`config.mk`:
```
export PLATFORM = sky130hd
export DESIGN_NAME = ddo_cordic
export DESIGN_NICKNAME = d
export VERILOG_FILES = /design/src/design/ddo_pkg.sv /design/src/design/ddo_cordic.sv
export SDC_FILE = /design/constraint.sdc
export NUM_CORES = 1
export LEC_CHECK = 0
export BUFFER_PORTS_ARGS = -buffer_cell sky130_fd_sc_hd__buf_4
export CORE_UTILIZATION = 60
export DETAILED_ROUTE_END_ITERATION = 7
export HOLD_SLACK_MARGIN = 0.1
export PLACE_DENSITY = 0.79
export SKIP_CTS_REPAIR_TIMING = 1
export SLEW_MARGIN = 25
export SYNTH_ARGS = -nofsm -noshare
export SYNTH_HDL_FRONTEND = slang
export SYNTH_SLANG_ARGS = --single-unit
```
`constraint.sdc`:
```
create_clock -name clk_i -period 10.5 [get_ports clk_i]
set_input_delay 2.1 -clock clk_i [delete_from_list [all_inputs] [get_ports clk_i]]
set_output_delay 2.1 -clock clk_i [all_outputs]
set_load 0.02 [all_outputs]
```
`src/design/ddo_pkg.sv`:
```
// ----------------------------------------------------------------------------
// ddo_pkg
// Shared types, codes and constants of the differential-drive odometry core.
// ----------------------------------------------------------------------------
`default_nettype none

package ddo_pkg;

  // data word of the shared multiply / divide unit
  localparam int WORD_W = 64;

  // cordic datapath width and table depth
  localparam int CD_W       = 34;
  localparam int CD_MAX     = 24;
  localparam int CD_IDX_W   = 5;
  localparam logic signed [CD_W-1:0] CD_GAIN_Q30 = 34'sd652032874;

  // rounded heading sine / cosine width (Q20 plus headroom)
  localparam int TRIG_W = 24;

  // radians Q24 to 32-bit binary angle
  localparam logic signed [WORD_W-1:0] RAD24_TO_BAM32 = 64'sd683565276;

  // reciprocals for the series divides by 6 and 24, exact for the
  // non-negative operand ranges of the small-turn branch
  localparam logic signed [WORD_W-1:0] RCP_DIV6  = 64'sd43691;
  localparam logic signed [WORD_W-1:0] RCP_DIV24 = 64'sd10923;
  localparam int                       RCP_SHIFT = 18;

  // configuration port
  localparam int CFG_IDX_W  = 2;
  localparam int CFG_DATA_W = 32;
  localparam logic [CFG_IDX_W-1:0] CFG_LEFT_MPT  = 2'd0;
  localparam logic [CFG_IDX_W-1:0] CFG_RIGHT_MPT = 2'd1;
  localparam logic [CFG_IDX_W-1:0] CFG_WHEEL_BASE = 2'd2;

  localparam logic [31:0] LEFT_MPT_RST   = 32'd366325;
  localparam logic [31:0] RIGHT_MPT_RST  = 32'd366325;
  localparam logic [15:0] WHEEL_BASE_RST = 16'd15073;

  typedef enum logic {
    MD_OP_MUL,
    MD_OP_DIV
  } ddo_md_op_e;

  typedef enum logic [1:0] {
    MD_IDLE,
    MD_MUL,
    MD_DIV,
    MD_FIX
  } ddo_md_state_e;

  typedef enum logic [1:0] {
    CD_IDLE,
    CD_RUN,
    CD_FIX,
    CD_DONE
  } ddo_cd_state_e;

  typedef enum logic [4:0] {
    S_IDLE,
    S_MUL_DL,
    S_MUL_DR,
    S_DIV_Q,
    S_MUL_ANG,
    S_MUL_Q2,
    S_MUL_CUBE,
    S_MUL_F6,
    S_MUL_G24,
    S_CRD_ARC,
    S_DIV_FA,
    S_DIV_GA,
    S_MUL_A,
    S_MUL_B,
    S_CRD_HD,
    S_MUL_CA,
    S_MUL_SB,
    S_MUL_SA,
    S_MUL_CB,
    S_MUL_V,
    S_DIV_V,
    S_DONE
  } ddo_state_e;

  // request to the multiply / divide unit
  typedef struct packed {
    logic       start;
    ddo_md_op_e op;
  } ddo_md_req_t;

  // status of an iterative unit
  typedef struct packed {
    logic busy;
    logic done;
  } ddo_unit_sts_t;

  // cordic arctangent table, 32-bit binary angle
  function automatic logic [31:0] atan_bam(input logic [CD_IDX_W-1:0] idx);
    logic [31:0] r;
    unique case (idx)
      5'd0:    r = 32'h20000000;
      5'd1:    r = 32'h12E4051E;
      5'd2:    r = 32'h09FB385B;
      5'd3:    r = 32'h051111D4;
      5'd4:    r = 32'h028B0D43;
      5'd5:    r = 32'h0145D7E1;
      5'd6:    r = 32'h00A2F61E;
      5'd7:    r = 32'h00517C55;
      5'd8:    r = 32'h0028BE53;
      5'd9:    r = 32'h00145F2F;
      5'd10:   r = 32'h000A2F98;
      5'd11:   r = 32'h000517CC;
      5'd12:   r = 32'h00028BE6;
      5'd13:   r = 32'h000145F3;
      5'd14:   r = 32'h0000A2FA;
      5'd15:   r = 32'h0000517D;
      5'd16:   r = 32'h000028BE;
      5'd17:   r = 32'h0000145F;
      5'd18:   r = 32'h00000A30;
      5'd19:   r = 32'h00000518;
      5'd20:   r = 32'h0000028C;
      5'd21:   r = 32'h00000146;
      5'd22:   r = 32'h000000A3;
      5'd23:   r = 32'h00000051;
      default: r = 32'h00000000;
    endcase
    return r;
  endfunction

endpackage

`default_nettype wire

```
`src/design/ddo_cordic.sv`:
```
// ----------------------------------------------------------------------------
// ddo_cordic
// Iterative rotation-mode cordic: sine and cosine of a 32-bit binary angle,
// Q30, one micro-rotation a cycle.
// ----------------------------------------------------------------------------
`default_nettype none

module ddo_cordic
  import ddo_pkg::*;
#(
  parameter int CORDIC_STEPS = 16
) (
  input  logic                   clk_i,
  input  logic                   rst_ni,
  input  logic                   start_i,
  input  logic [31:0]            angle_i,
  output ddo_unit_sts_t          sts_o,
  output logic signed [CD_W-1:0] cos_o,
  output logic signed [CD_W-1:0] sin_o
);

  localparam int STEPS = (CORDIC_STEPS < CD_MAX) ? CORDIC_STEPS : CD_MAX;

  ddo_cd_state_e state_q, state_d;
  logic [CD_IDX_W-1:0]   cnt_q;
  logic signed [CD_W-1:0] x_q, y_q, z_q;
  logic                   flip_q;

  logic [31:0]            ang_fold;
  logic                   flip;
  logic signed [CD_W-1:0] sx, sy, at;
  logic                   last;

  function automatic logic ang_fold_msb(input logic [31:0] a);
    logic [31:0] t;
    t = a + 32'h40000000;
    return t[31];
  endfunction

  // fold into [-pi/2, pi/2)
  assign flip     = ang_fold_msb(angle_i);
  assign ang_fold = flip ? (angle_i + 32'h80000000) : angle_i;
  assign sx       = y_q >>> cnt_q;
  assign sy       = x_q >>> cnt_q;
  assign at       = {{(CD_W-32){1'b0}}, atan_bam(cnt_q)};
  assign last     = (cnt_q == CD_IDX_W'(STEPS - 1));

  // next state
  always_comb begin
    state_d = state_q;
    unique case (state_q)
      CD_IDLE: if (start_i) state_d = CD_RUN;
      CD_RUN:  if (last) state_d = CD_FIX;
      CD_FIX:  state_d = CD_DONE;
      CD_DONE: state_d = CD_IDLE;
      default: state_d = CD_IDLE;
    endcase
  end

  // status outputs
  always_comb begin
    sts_o.busy = (state_q != CD_IDLE);
    sts_o.done = (state_q == CD_DONE);
    cos_o      = x_q;
    sin_o      = y_q;
  end

  always_ff @(posedge clk_i or negedge rst_ni) begin
    if (!rst_ni) begin
      state_q <= CD_IDLE;
    end else begin
      state_q <= state_d;
    end
  end

  // micro-rotations
  always_ff @(posedge clk_i) begin
    unique case (state_q)
      CD_IDLE: begin
        cnt_q  <= '0;
        x_q    <= CD_GAIN_Q30;
        y_q    <= '0;
        z_q    <= {{(CD_W-32){ang_fold[31]}}, ang_fold};
        flip_q <= flip;
      end
      CD_RUN: begin
        if (!z_q[CD_W-1]) begin
          x_q <= x_q - sx;
          y_q <= y_q + sy;
          z_q <= z_q - at;
        end else begin
          x_q <= x_q + sx;
          y_q <= y_q - sy;
          z_q <= z_q + at;
        end
        cnt_q <= cnt_q + CD_IDX_W'(1);
      end
      CD_FIX: begin
        if (flip_q) begin
          x_q <= -x_q;
          y_q <= -y_q;
        end
      end
      default: cnt_q <= cnt_q;
    endcase
  end

endmodule

`default_nettype wire

```
==> results.cfg <==
[run_status]
status = finished clean

[cells_and_area]
finish.instance_area_mm2 = 0.0205
antenna_cells_inserted = 0
areaGrowthSynthToFinish_pct = 7.24
layout.cells.non_filler = 2629
final_net_count = 2370
drive_gt1_share_pct = 15.2

[synth]
netlist_top_cells_area = edfxtp_1 17%, mux4_2 10%, ha_1 7.7%
synth_largest_area_cell = edfxtp_1
synth-simple-area-share_pct = 17.9
synthesis.area_per_instance_um2 = 8.62
synthDistinctLibCells = 95
ys_seq_elements = 140
synth-adder-area-share_pct = 8.02
synth-warning-count = 0
post_synth_xor_area_fraction_pct = 10.2
synth_mux_area_share_pct = 16.3
post_synth_inst_count = 2221
post-synth-top-count-cell = nor2_1
synth_edf_count = 108
synth_compound_gate_area_share_pct = 22.0
synth_seq_area_share_pct = 20.3
main_combinational_cell_family_by_area_after_synthesis = compound AO/OA/AOI/OAI gates
synthFlopType = edfxtp_1
syn_nets = 2377
synth-async-reset-ratio_pct = 1.43
ys_top_cells_by_count = 207 x nor2_1, 168 x a21oi_1, 158 x nand2_1, 122 x xnor2_1, 118 x ha_1
synth_top_area_share_pct = 16.9
post_synth_instance_area_mm2 = 0.0192

[routing]
viasPerCell = 7.05
detailroute.via_count = 18500
drcViolationCount = 0
detail_route.iter0.violations = 1812
drt-pass1-iter-count = 8
antenna_left = 0
wl_per_cell_um = 23.3
drt-total-wl_um = 61200

[die]
initial_core_util_pct = 60.8
die_h_um = 181
fp.dieArea_mm2 = 0.0326
die_w_um = 181
rows = 65
fp.coreArea_mm2 = 0.0315
io_pins = 105

[sta]
post-route-period-util_pct = 69.7
fin_tns_setup_ns = 0
finalClockSkew_ns = 0.0124
clock.fmax_mhz = 137
worst_slew_margin_relative_to_its_limit_pct = 22.6
grt_setup_unrepaired = false
final_hold_viol_count = 0
final.hold.worst_slack_ns = 0.677
worst_pin_slew_ns = 1.13
fin_crit_ns = 7.32
slew_viol_final = 0
finalSetupViolations = 0

[global_route]
track_usage_pct = 37.5
grt_antenna_before_repair = 0
grt_start_max_net_pins = 102
grt_pass1_vias = 17800
first_pass_grt_wire_length_um = 97200
overflow = 0

[placed_design]
final_estimated_routing_congestion_in_global_placement = 1.07
hpwl_um = 44500
place.detailed.instances = 2596
port_buffers = 104
postPlaceCellArea_mm2 = 0.0199

[setup_path]
critical_path_class = reg2reg
worst_setup_start_kind = flop
cp_max_fo = 57
worstPathRequired_ns = 10.68
crit_path_end_kind = flop
cp.arrival_ns = 7.50

[clock_tree]
cts_tree = built
clockRootBuffer = clkbuf_16
clock_sink_count = 140
h-tree-depth = 4
cts_buffers = 17
clock_path_buffers = 2
cts.reportedPaths.clkPinSlew_ns = 0.07
clock_latency_ns = 0.47

[flow_run]
drv_cap = 0

[min_path]
hold_path.class = reg2reg
==> cells by family (layout without fill, tap and decap cells) <==
| kind of cell | Yosys count | after routing |
|---|---|---|
| AND/OR/NAND/NOR | 688 | 688 |
| AO/OA/AOI/OAI | 630 | 630 |
| multiplexers | 199 | 199 |
| adder cells (fa/ha/maj) | 121 | 121 |
| flip-flops | 140 | 140 |
| XOR/XNOR | 223 | 223 |
| buffers and inverters | 220 | 226 |
==> state kept, by name (all words and copies together) (netlist names) <==
name     count
at          30
cnt_q        5
cos_o       34
flip_q       1
sin_o       34
state_q      2
z_q         34
==> placed cells by master (no fill, tap or decap), types with 9 or more instances in the layout <==
| cell | Yosys | final |
|---|---|---|
| nor2b_1 | 24 | 24 |
| a221o_1 | 16 | 16 |
| nor2_1 | 207 | 207 |
| o31ai_1 | 14 | 14 |
| mux4_2 | 86 | 86 |
| inv_1 | 61 | 61 |
| nor3_1 | 58 | 58 |
| dfxtp_1 | 30 | 30 |
| ha_1 | 118 | 116 |
| a21oi_1 | 168 | 166 |
| xor2_1 | 101 | 101 |
| a22oi_1 | 35 | 35 |
| nand4_1 | 13 | 13 |
| and2_1 | 19 | 19 |
| edfxtp_1 | 108 | 108 |
| buf_4 | 10 | 128 |
| xnor2_1 | 122 | 122 |
| mux2_2 | 47 | 47 |
| o22ai_1 | 31 | 30 |
| a21boi_0 | 9 | 9 |
| nor3b_1 | 16 | 16 |
| o21a_1 | 27 | 27 |
| a31oi_1 | 37 | 37 |
| a211oi_1 | 20 | 20 |
| or4_1 | 17 | 17 |
| a21o_1 | 58 | 58 |
| o211ai_1 | 20 | 20 |
| o21ai_0 | 87 | 87 |
| or3_1 | 19 | 19 |
| nor4_1 | 17 | 17 |
| nand3_1 | 57 | 57 |
| nand2b_1 | 29 | 29 |
| nand2_1 | 158 | 158 |
| mux2i_1 | 65 | 65 |
| o311ai_0 | 10 | 10 |
| clkbuf_16 | 0 | 20 |
| and3_1 | 13 | 13 |
| o21bai_1 | 11 | 11 |
==> cell type report <==
type	instances	area, um^2
multi-input cells	1861	14300
fillers	2614	10900
flip-flops and latches	140	3890
repair buffers	131	1020
clock buffers	23	532
well taps	402	503
inverters	63	236
clock inverters	9	68.8
==> critical path: stages, from the launching register on <==
cell and delay, ns:
edfxtp_1 0.77, buf_4 0.67, mux4_2 0.44, mux2i_1 0.45, o22ai_1 0.20, a311oi_1 0.64
nand3_1 0.33, nor4_4 0.50, a31oi_1 0.19, xnor2_1 0.18, ha_1 0.37, nand3_1 0.10
nor4_1 0.21, o21ai_0 0.21, and4_1 0.26, o31ai_1 0.82, o311ai_0 0.25, xnor2_1 0.18
a22oi_1 0.15, nor2_1 0.07
==> metrics by stage <==
step           utilization, %  setup WS, ns
6_report                 65.3          3.18
5_1_grt                  65.3          2.73
3_5_place_dp             63.3          2.99
4_1_cts                  65.2          2.95
3_3_place_gp             63.3          3.24
2_1_floorplan               -          4.78
==> worst paths after layout <==
| check | startpoint | endpoint | slack (ns) | cells after the start |
|---|---|---|---|---|
| setup / recovery | cnt_q[3]$_DFFE_PN_ | sin_o[31]$_DFFE_PP_ | 3.18 | 19 |
| hold reg to reg | state_q[0]$_DFFE_PN0P_ | state_q[0]$_DFFE_PN0P_ | 0.68 | 1 |
| min in group asynchronous | rst_ni | state_q[1]$_DFFE_PN0P_ | 1.40 | 1 |
| setup reg to reg | cnt_q[3]$_DFFE_PN_ | sin_o[31]$_DFFE_PP_ | 3.18 | 19 |
| max in group asynchronous | rst_ni | state_q[0]$_DFFE_PN0P_ | 9.01 | 1 |
| hold / removal | state_q[0]$_DFFE_PN0P_ | state_q[0]$_DFFE_PN0P_ | 0.68 | 1 |
==> routing by layer <==
layer	up-vias	track usage (%)	wire, um
met1	8919	47.1	24000
met4	0	17.1	2570
met2	1061	61.9	29100
li1	8388	-	-
met5	-	0	0
met3	167	7.54	5490
Power is left out: the tool's default activity adds up to more than one toggle a clock period on the data nets, which glitch-free logic cannot reach.
