<file path="src/design/ddo_pkg.sv">
// ----------------------------------------------------------------------------
// ddo_pkg
// Shared types, codes and constants of the differential-drive odometry core.
// ----------------------------------------------------------------------------
`default_nettype none

package ddo_pkg;

  // data word of the shared multiply / divide unit
  localparam int WORD_W = 64;

  // cordic datapath width and table depth
  localparam int CD_W       = 34;
  localparam int CD_MAX     = 24;
  localparam int CD_IDX_W   = 5;
  localparam logic signed [CD_W-1:0] CD_GAIN_Q30 = 34'sd652032874;

  // rounded heading sine / cosine width (Q20 plus headroom)
  localparam int TRIG_W = 24;

  // radians Q24 to 32-bit binary angle
  localparam logic signed [WORD_W-1:0] RAD24_TO_BAM32 = 64'sd683565276;

  // reciprocals for the series divides by 6 and 24, exact for the
  // non-negative operand ranges of the small-turn branch
  localparam logic signed [WORD_W-1:0] RCP_DIV6  = 64'sd43691;
  localparam logic signed [WORD_W-1:0] RCP_DIV24 = 64'sd10923;
  localparam int                       RCP_SHIFT = 18;

  // configuration port
  localparam int CFG_IDX_W  = 2;
  localparam int CFG_DATA_W = 32;
  localparam logic [CFG_IDX_W-1:0] CFG_LEFT_MPT  = 2'd0;
  localparam logic [CFG_IDX_W-1:0] CFG_RIGHT_MPT = 2'd1;
  localparam logic [CFG_IDX_W-1:0] CFG_WHEEL_BASE = 2'd2;

  localparam logic [31:0] LEFT_MPT_RST   = 32'd366325;
  localparam logic [31:0] RIGHT_MPT_RST  = 32'd366325;
  localparam logic [15:0] WHEEL_BASE_RST = 16'd15073;

  typedef enum logic {
    MD_OP_MUL,
    MD_OP_DIV
  } ddo_md_op_e;

  typedef enum logic [1:0] {
    MD_IDLE,
    MD_MUL,
    MD_DIV,
    MD_FIX
  } ddo_md_state_e;

  typedef enum logic [1:0] {
    CD_IDLE,
    CD_RUN,
    CD_FIX,
    CD_DONE
  } ddo_cd_state_e;

  typedef enum logic [4:0] {
    S_IDLE,
    S_MUL_DL,
    S_MUL_DR,
    S_DIV_Q,
    S_MUL_ANG,
    S_MUL_Q2,
    S_MUL_CUBE,
    S_MUL_F6,
    S_MUL_G24,
    S_CRD_ARC,
    S_DIV_FA,
    S_DIV_GA,
    S_MUL_A,
    S_MUL_B,
    S_CRD_HD,
    S_MUL_CA,
    S_MUL_SB,
    S_MUL_SA,
    S_MUL_CB,
    S_MUL_V,
    S_DIV_V,
    S_DONE
  } ddo_state_e;

  // request to the multiply / divide unit
  typedef struct packed {
    logic       start;
    ddo_md_op_e op;
  } ddo_md_req_t;

  // status of an iterative unit
  typedef struct packed {
    logic busy;
    logic done;
  } ddo_unit_sts_t;

  // cordic arctangent table, 32-bit binary angle
  function automatic logic [31:0] atan_bam(input logic [CD_IDX_W-1:0] idx);
    logic [31:0] r;
    unique case (idx)
      5'd0:    r = 32'h20000000;
      5'd1:    r = 32'h12E4051E;
      5'd2:    r = 32'h09FB385B;
      5'd3:    r = 32'h051111D4;
      5'd4:    r = 32'h028B0D43;
      5'd5:    r = 32'h0145D7E1;
      5'd6:    r = 32'h00A2F61E;
      5'd7:    r = 32'h00517C55;
      5'd8:    r = 32'h0028BE53;
      5'd9:    r = 32'h00145F2F;
      5'd10:   r = 32'h000A2F98;
      5'd11:   r = 32'h000517CC;
      5'd12:   r = 32'h00028BE6;
      5'd13:   r = 32'h000145F3;
      5'd14:   r = 32'h0000A2FA;
      5'd15:   r = 32'h0000517D;
      5'd16:   r = 32'h000028BE;
      5'd17:   r = 32'h0000145F;
      5'd18:   r = 32'h00000A30;
      5'd19:   r = 32'h00000518;
      5'd20:   r = 32'h0000028C;
      5'd21:   r = 32'h00000146;
      5'd22:   r = 32'h000000A3;
      5'd23:   r = 32'h00000051;
      default: r = 32'h00000000;
    endcase
    return r;
  endfunction

endpackage

`default_nettype wire

</file>
<file path="src/design/ddo_muldiv.sv">
// ----------------------------------------------------------------------------
// ddo_muldiv
// Shared iterative 64-bit unit: wrapping multiply, 16 multiplier bits a step,
// and truncating signed divide, one restoring step a cycle.
// ----------------------------------------------------------------------------
`default_nettype none

module ddo_muldiv
  import ddo_pkg::*;
(
  input  logic                     clk_i,
  input  logic                     rst_ni,
  input  ddo_md_req_t              req_i,
  input  logic signed [WORD_W-1:0] a_i,
  input  logic signed [WORD_W-1:0] b_i,
  output ddo_unit_sts_t            sts_o,
  output logic signed [WORD_W-1:0] res_o
);

  localparam int DIGIT_W   = 16;
  localparam int MUL_STEPS = WORD_W / DIGIT_W;
  localparam int DIV_STEPS = WORD_W;
  localparam int CNT_W     = $clog2(DIV_STEPS);

  ddo_md_state_e state_q, state_d;
  logic [CNT_W-1:0]  cnt_q;
  logic [WORD_W-1:0] a_q;
  logic [WORD_W-1:0] b_q;
  logic [WORD_W-1:0] rem_q;
  logic [WORD_W-1:0] res_q;
  logic              neg_q;
  logic              done_q;

  logic [WORD_W+DIGIT_W-1:0] pp;
  logic [WORD_W:0]           trial;
  logic [WORD_W-1:0]         a_mag;
  logic [WORD_W-1:0]         b_mag;
  logic                      mul_last;
  logic                      div_last;

  // partial product and restoring trial subtract
  assign pp       = {{DIGIT_W{1'b0}}, a_q} * {{WORD_W{1'b0}}, b_q[DIGIT_W-1:0]};
  assign trial    = {rem_q, a_q[WORD_W-1]} - {1'b0, b_q};
  assign a_mag    = a_i[WORD_W-1] ? (WORD_W'(0) - a_i) : a_i;
  assign b_mag    = b_i[WORD_W-1] ? (WORD_W'(0) - b_i) : b_i;
  assign mul_last = (cnt_q == CNT_W'(MUL_STEPS - 1));
  assign div_last = (cnt_q == CNT_W'(DIV_STEPS - 1));

  // next state
  always_comb begin
    state_d = state_q;
    unique case (state_q)
      MD_IDLE: begin
        if (req_i.start) begin
          state_d = (req_i.op == MD_OP_MUL) ? MD_MUL : MD_DIV;
        end
      end
      MD_MUL: if (mul_last) state_d = MD_IDLE;
      MD_DIV: if (div_last) state_d = MD_FIX;
      MD_FIX: state_d = MD_IDLE;
      default: state_d = MD_IDLE;
    endcase
  end

  // status outputs
  always_comb begin
    sts_o.busy = (state_q != MD_IDLE) || done_q;
    sts_o.done = done_q;
    res_o      = res_q;
  end

  always_ff @(posedge clk_i or negedge rst_ni) begin
    if (!rst_ni) begin
      state_q <= MD_IDLE;
      done_q  <= 1'b0;
    end else begin
      state_q <= state_d;
      done_q  <= ((state_q == MD_MUL) && mul_last) || (state_q == MD_FIX);
    end
  end

  // datapath
  always_ff @(posedge clk_i) begin
    unique case (state_q)
      MD_IDLE: begin
        cnt_q <= '0;
        rem_q <= '0;
        if (req_i.start) begin
          if (req_i.op == MD_OP_MUL) begin
            a_q   <= a_i;
            b_q   <= b_i;
            res_q <= '0;
          end else begin
            a_q   <= a_mag;
            b_q   <= b_mag;
            neg_q <= a_i[WORD_W-1] ^ b_i[WORD_W-1];
          end
        end
      end
      MD_MUL: begin
        res_q <= res_q + pp[WORD_W-1:0];
        a_q   <= a_q << DIGIT_W;
        b_q   <= b_q >> DIGIT_W;
        cnt_q <= cnt_q + CNT_W'(1);
      end
      MD_DIV: begin
        if (!trial[WORD_W]) begin
          rem_q <= trial[WORD_W-1:0];
          a_q   <= {a_q[WORD_W-2:0], 1'b1};
        end else begin
          rem_q <= {rem_q[WORD_W-2:0], a_q[WORD_W-1]};
          a_q   <= {a_q[WORD_W-2:0], 1'b0};
        end
        cnt_q <= cnt_q + CNT_W'(1);
      end
      MD_FIX: res_q <= neg_q ? (WORD_W'(0) - a_q) : a_q;
      default: res_q <= res_q;
    endcase
  end

endmodule

`default_nettype wire

</file>
<file path="config.mk">
export PLATFORM = sky130hd
export DESIGN_NAME = ddo_muldiv
export DESIGN_NICKNAME = d
export VERILOG_FILES = /design/src/design/ddo_pkg.sv /design/src/design/ddo_muldiv.sv
export SDC_FILE = /design/constraint.sdc
export NUM_CORES = 2
export LEC_CHECK = 0
export BUFFER_PORTS_ARGS = -buffer_cell sky130_fd_sc_hd__buf_2
export CORE_MARGIN = 2
export CORE_UTILIZATION = 65
export DETAILED_ROUTE_END_ITERATION = 16
export MAX_ROUTING_LAYER = met4
export PLACE_DENSITY = 0.83
export SYNTH_ARGS = -nofsm -noshare
export SYNTH_HDL_FRONTEND = slang
export SYNTH_SLANG_ARGS = --single-unit
</file>
<file path="constraint.sdc">
create_clock -name clk_i -period 7.3 [get_ports clk_i]
set_input_delay 1.095 -clock clk_i [delete_from_list [all_inputs] [get_ports clk_i]]
set_output_delay 1.095 -clock clk_i [all_outputs]
set_load 0.05 [all_outputs]
</file>
==> flow_summary.toml <==
[placement]
post-dp-hpwl_mm = 123
dpl-instance-area_um2 = 51200
globalplace.congestion = 1.10
portBuffers = 197

[critical_path]
path_max_fanout = 8
critical_setup_path_kind = "flip-flop to flip-flop"
endpoint_kind = "flip-flop"
cp.required_ps = 7580
critical_path.startpoint = "a_q[10]"
cp-start-kind = "flip-flop"
worstReg2RegStart = "a_q[10]"
endpoint_arrival_time_on_the_critical_path_ps = 7440

[logic_synthesis]
synthesis.nets = 6741
post_synth_edffs = 263
synth_seq_area_share_pct = 16.5
ys_ff_latch = 266
commonest_register_cell_after_synthesis = "sky130_fd_sc_hd__edfxtp_1"
synthDistinctLibCells = 78
syn-instance-count = 5620
syn_area_um2 = 48300
yosys_warnings = 0
syn_area_per_cell_um2 = 8.60
share_of_flip_flops_with_an_asynchronous_set_or_reset_pct = 1.13

[routing]
post-route-drc-count = 0
drt_pre_antenna_iters = 7
dr_total_vias = 41600
wire_length_reported_by_the_detailed_router_mm = 158
postRouteAntennaNets = 0
route.detailed.vias_per_inst = 6.16
detailedRoute.firstIterationViolations = 4600
routedWlPerCell_um = 23.4

[cells_and_area]
layout-area-overhead-vs-synth_pct = 9.08
nFillCells = 5541
total_nets_final = 6872
stdcell_area_um2 = 52700
final_layout_size_suffix_gt1_share_pct = 9.61

[floorplan]
std_cell_rows = 99
coreArea_um2 = 73300
die_w_um = 277
ios = 198
die_height_um = 277
start_util_pct = 65.9
die-area_um2 = 76600

[clocking]
cts.sinks = 266
cts_htree_levels = 2
clk_path_buf_depth = 3
cts.root.buffer_cell = "sky130_fd_sc_hd__clkbuf_16"
cts_tree = "built"
clkTransAtPathRegs_ps = 60
clk_latency_ps = 590
cts_inserted_buffers = 36

[timing]
rsz0062_at_grt = "yes"
final-hold-violation-count = 0
final-max-slew-violation-count = 0
finalClockSkew_ps = 36.3
final_critical_period_ps = 7160
timing.slew.headroom_pct = 14.1
finalSetupViolCount = 0
worst_slew_pin_slew_ps = 1290
finalCritPeriodShare_pct = 98.1
timing.fmax_ghz = 0.140

[grt]
grt_use_total_pct = 43.0
grt_max_degree = 82
highest_utilization_routing_layer_at_the_global_route_stage = "met2"
grt_overflow_total = 0
met1_usage_pct = 51.8
first_global_vias = 43400
first_pass_grt_wire_length_mm = 245
grt_antenna_before_repair = 10
global_route.usage.met2_pct = 66.7
use_met3_pct = 9.19

[job]
drv_cap = 0

[run_status]
run_status = "completed"

[worst_hold_path]
hold_path_class = "input port to asynchronous set/reset pin"
==> registers in the layout, indices dropped and copies added, names as in the netlist <==
name and count:
rem_q 64, neg_q 1, done_q 1, a_q 64, state_q 2, b_q 64
cnt_q 6, res_o 64
==> final timing paths <==
path	endpoint	slack [ps]	cells after the start
min in group clk_i	b_q[23]	560	2
max in group asynchronous	state_q[1]	6830	1
max reg2reg	res_o[57]	140	24
max	res_o[57]	140	24
min	state_q[0]	310	1
min reg2reg	b_q[23]	560	2
==> logic make-up (layout without fill, tap and decap cells) <==
kind of cell / after synthesis / count (layout) / share of synthesized area, %
flip-flops: 266 / 266 / 16.5
multiplexers: 51 / 51 / 1.06
buffers and inverters: 1503 / 1661 / 11.7
adder cells (fa/ha/maj): 989 / 989 / 38.3
AND/OR/NAND/NOR: 1608 / 1608 / 15.2
other: 0 / 10 / 0
AO/OA/AOI/OAI: 874 / 874 / 11.4
XOR/XNOR: 329 / 329 / 5.96
==> routing by layer <==
metal  vias to the layer above  share of wire [%]
met4                         0                7.9
met2                      2843                 45
met3                       755                 12
li1                      17800                  -
met1                     20200                 35
met5                         -                  0
==> cell type report <==
type / count / area (µm²) / share of cell area (%)
Multi-Input combinational cell: 3851 / 34900 / 66.1
Sequential cell: 266 / 7970 / 15.1
Inverter: 1153 / 4330 / 8.21
Timing Repair Buffer: 443 / 3150 / 5.97
Tap cell: 959 / 1200 / 2.28
Clock buffer: 43 / 968 / 1.84
Clock inverter: 22 / 223 / 0.422
Antenna cell: 10 / 25.0 / 0.0475
==> stage by stage <==
step	util [%]	setup TNS, ps	std cells	setup WS, ps	hold WS, ps
after floorplan	-	0	5620	620	519
after global placement	69.8	0	6651	139	538
after detailed placement	69.8	0	6651	35.2	547
after CTS	71.4	0	6716	13.4	292
after global routing	71.9	-106	6743	-47.8	307
final	71.9	0	6747	142	308
==> cells in the final DEF (no fill, tap or decap), types with 20 or more instances in the layout <==
cell	n
sky130_fd_sc_hd__buf_4	221
sky130_fd_sc_hd__a31oi_1	20
sky130_fd_sc_hd__nand3_1	47
sky130_fd_sc_hd__nor2_1	208
sky130_fd_sc_hd__inv_1	1148
sky130_fd_sc_hd__a21oi_1	224
sky130_fd_sc_hd__buf_2	197
sky130_fd_sc_hd__buf_12	23
sky130_fd_sc_hd__nor3_1	50
sky130_fd_sc_hd__ha_1	171
sky130_fd_sc_hd__edfxtp_1	263
sky130_fd_sc_hd__xor2_1	175
sky130_fd_sc_hd__a22oi_1	23
sky130_fd_sc_hd__nand2_1	871
sky130_fd_sc_hd__xnor2_1	153
sky130_fd_sc_hd__and2_1	255
sky130_fd_sc_hd__a21o_1	90
sky130_fd_sc_hd__nand2b_1	29
sky130_fd_sc_hd__o31ai_1	46
sky130_fd_sc_hd__o41ai_1	21
sky130_fd_sc_hd__a221oi_1	27
sky130_fd_sc_hd__mux2i_1	51
sky130_fd_sc_hd__nand4_1	36
sky130_fd_sc_hd__o21ai_0	219
sky130_fd_sc_hd__clkbuf_16	38
sky130_fd_sc_hd__o22ai_1	63
sky130_fd_sc_hd__o21bai_1	28
sky130_fd_sc_hd__fa_1	815
==> worst max-delay path: stages (launching register included) <==
cell and delay [ps]:
sky130_fd_sc_hd__edfxtp_1 560, sky130_fd_sc_hd__buf_4 230, sky130_fd_sc_hd__and2_1 170, sky130_fd_sc_hd__fa_1 500
sky130_fd_sc_hd__inv_1 50, sky130_fd_sc_hd__fa_1 460, sky130_fd_sc_hd__fa_1 510, sky130_fd_sc_hd__inv_1 60
sky130_fd_sc_hd__fa_1 490, sky130_fd_sc_hd__fa_1 510, sky130_fd_sc_hd__inv_1 50, sky130_fd_sc_hd__fa_1 470
sky130_fd_sc_hd__inv_1 40, sky130_fd_sc_hd__ha_2 390, sky130_fd_sc_hd__and4_4 260, sky130_fd_sc_hd__nand3_1 120
sky130_fd_sc_hd__a211oi_2 360, sky130_fd_sc_hd__o31ai_2 170, sky130_fd_sc_hd__a2111o_1 490, sky130_fd_sc_hd__a21oi_1 180
sky130_fd_sc_hd__buf_4 170, sky130_fd_sc_hd__o31ai_4 110, sky130_fd_sc_hd__o31ai_2 250, sky130_fd_sc_hd__xnor2_1 140
sky130_fd_sc_hd__o22ai_1 100
==> synthesized netlist by cell type, types with 13 or more instances <==
cell type                  number  area (µm²)
sky130_fd_sc_hd__a221oi_1      28         245
sky130_fd_sc_hd__a22oi_1       23         173
sky130_fd_sc_hd__edfxtp_1     263        7900
sky130_fd_sc_hd__fa_1         815       16300
sky130_fd_sc_hd__nor3_1        52         260
sky130_fd_sc_hd__o21ai_0      222        1110
sky130_fd_sc_hd__nand2_1      871        3270
sky130_fd_sc_hd__a211oi_1      18         135
sky130_fd_sc_hd__and2_1       256        1600
sky130_fd_sc_hd__o22ai_1       63         394
sky130_fd_sc_hd__a21oi_1      227        1140
sky130_fd_sc_hd__and3_1        13        81.3
sky130_fd_sc_hd__nor4_1        18         113
sky130_fd_sc_hd__buf_1         21        78.8
sky130_fd_sc_hd__mux2i_1       51         510
sky130_fd_sc_hd__a31oi_1       22         138
sky130_fd_sc_hd__o31ai_1       49         368
sky130_fd_sc_hd__o21a_1        17         128
sky130_fd_sc_hd__ha_1         174        2180
sky130_fd_sc_hd__nor2_1       210         788
sky130_fd_sc_hd__o21bai_1      28         210
sky130_fd_sc_hd__inv_1       1151        4320
sky130_fd_sc_hd__xnor2_1      154        1350
sky130_fd_sc_hd__xor2_1       175        1530
sky130_fd_sc_hd__a21o_1        90         676
sky130_fd_sc_hd__or4_1         15         113
sky130_fd_sc_hd__nor2b_1       13        81.3
sky130_fd_sc_hd__nand4_1       36         225
sky130_fd_sc_hd__o41ai_1       21         184
sky130_fd_sc_hd__or3_1         15        93.8
sky130_fd_sc_hd__nand3_1       48         240
sky130_fd_sc_hd__nand2b_1      29         181
sky130_fd_sc_hd__clkbuf_1     326        1220
==> what timing repair did <==
| item | in CTS | in global routing |
|---|---|---|
| hold buffers | 0 | 0 |
| setup buffers | 0 | 20 |
| setup endpoints to repair | 0 | 19 |
| gates resized for setup | 0 | 23 |
Power is not shown: default switching activity piles up to over one toggle a cycle in this logic, so the estimate is an artifact.
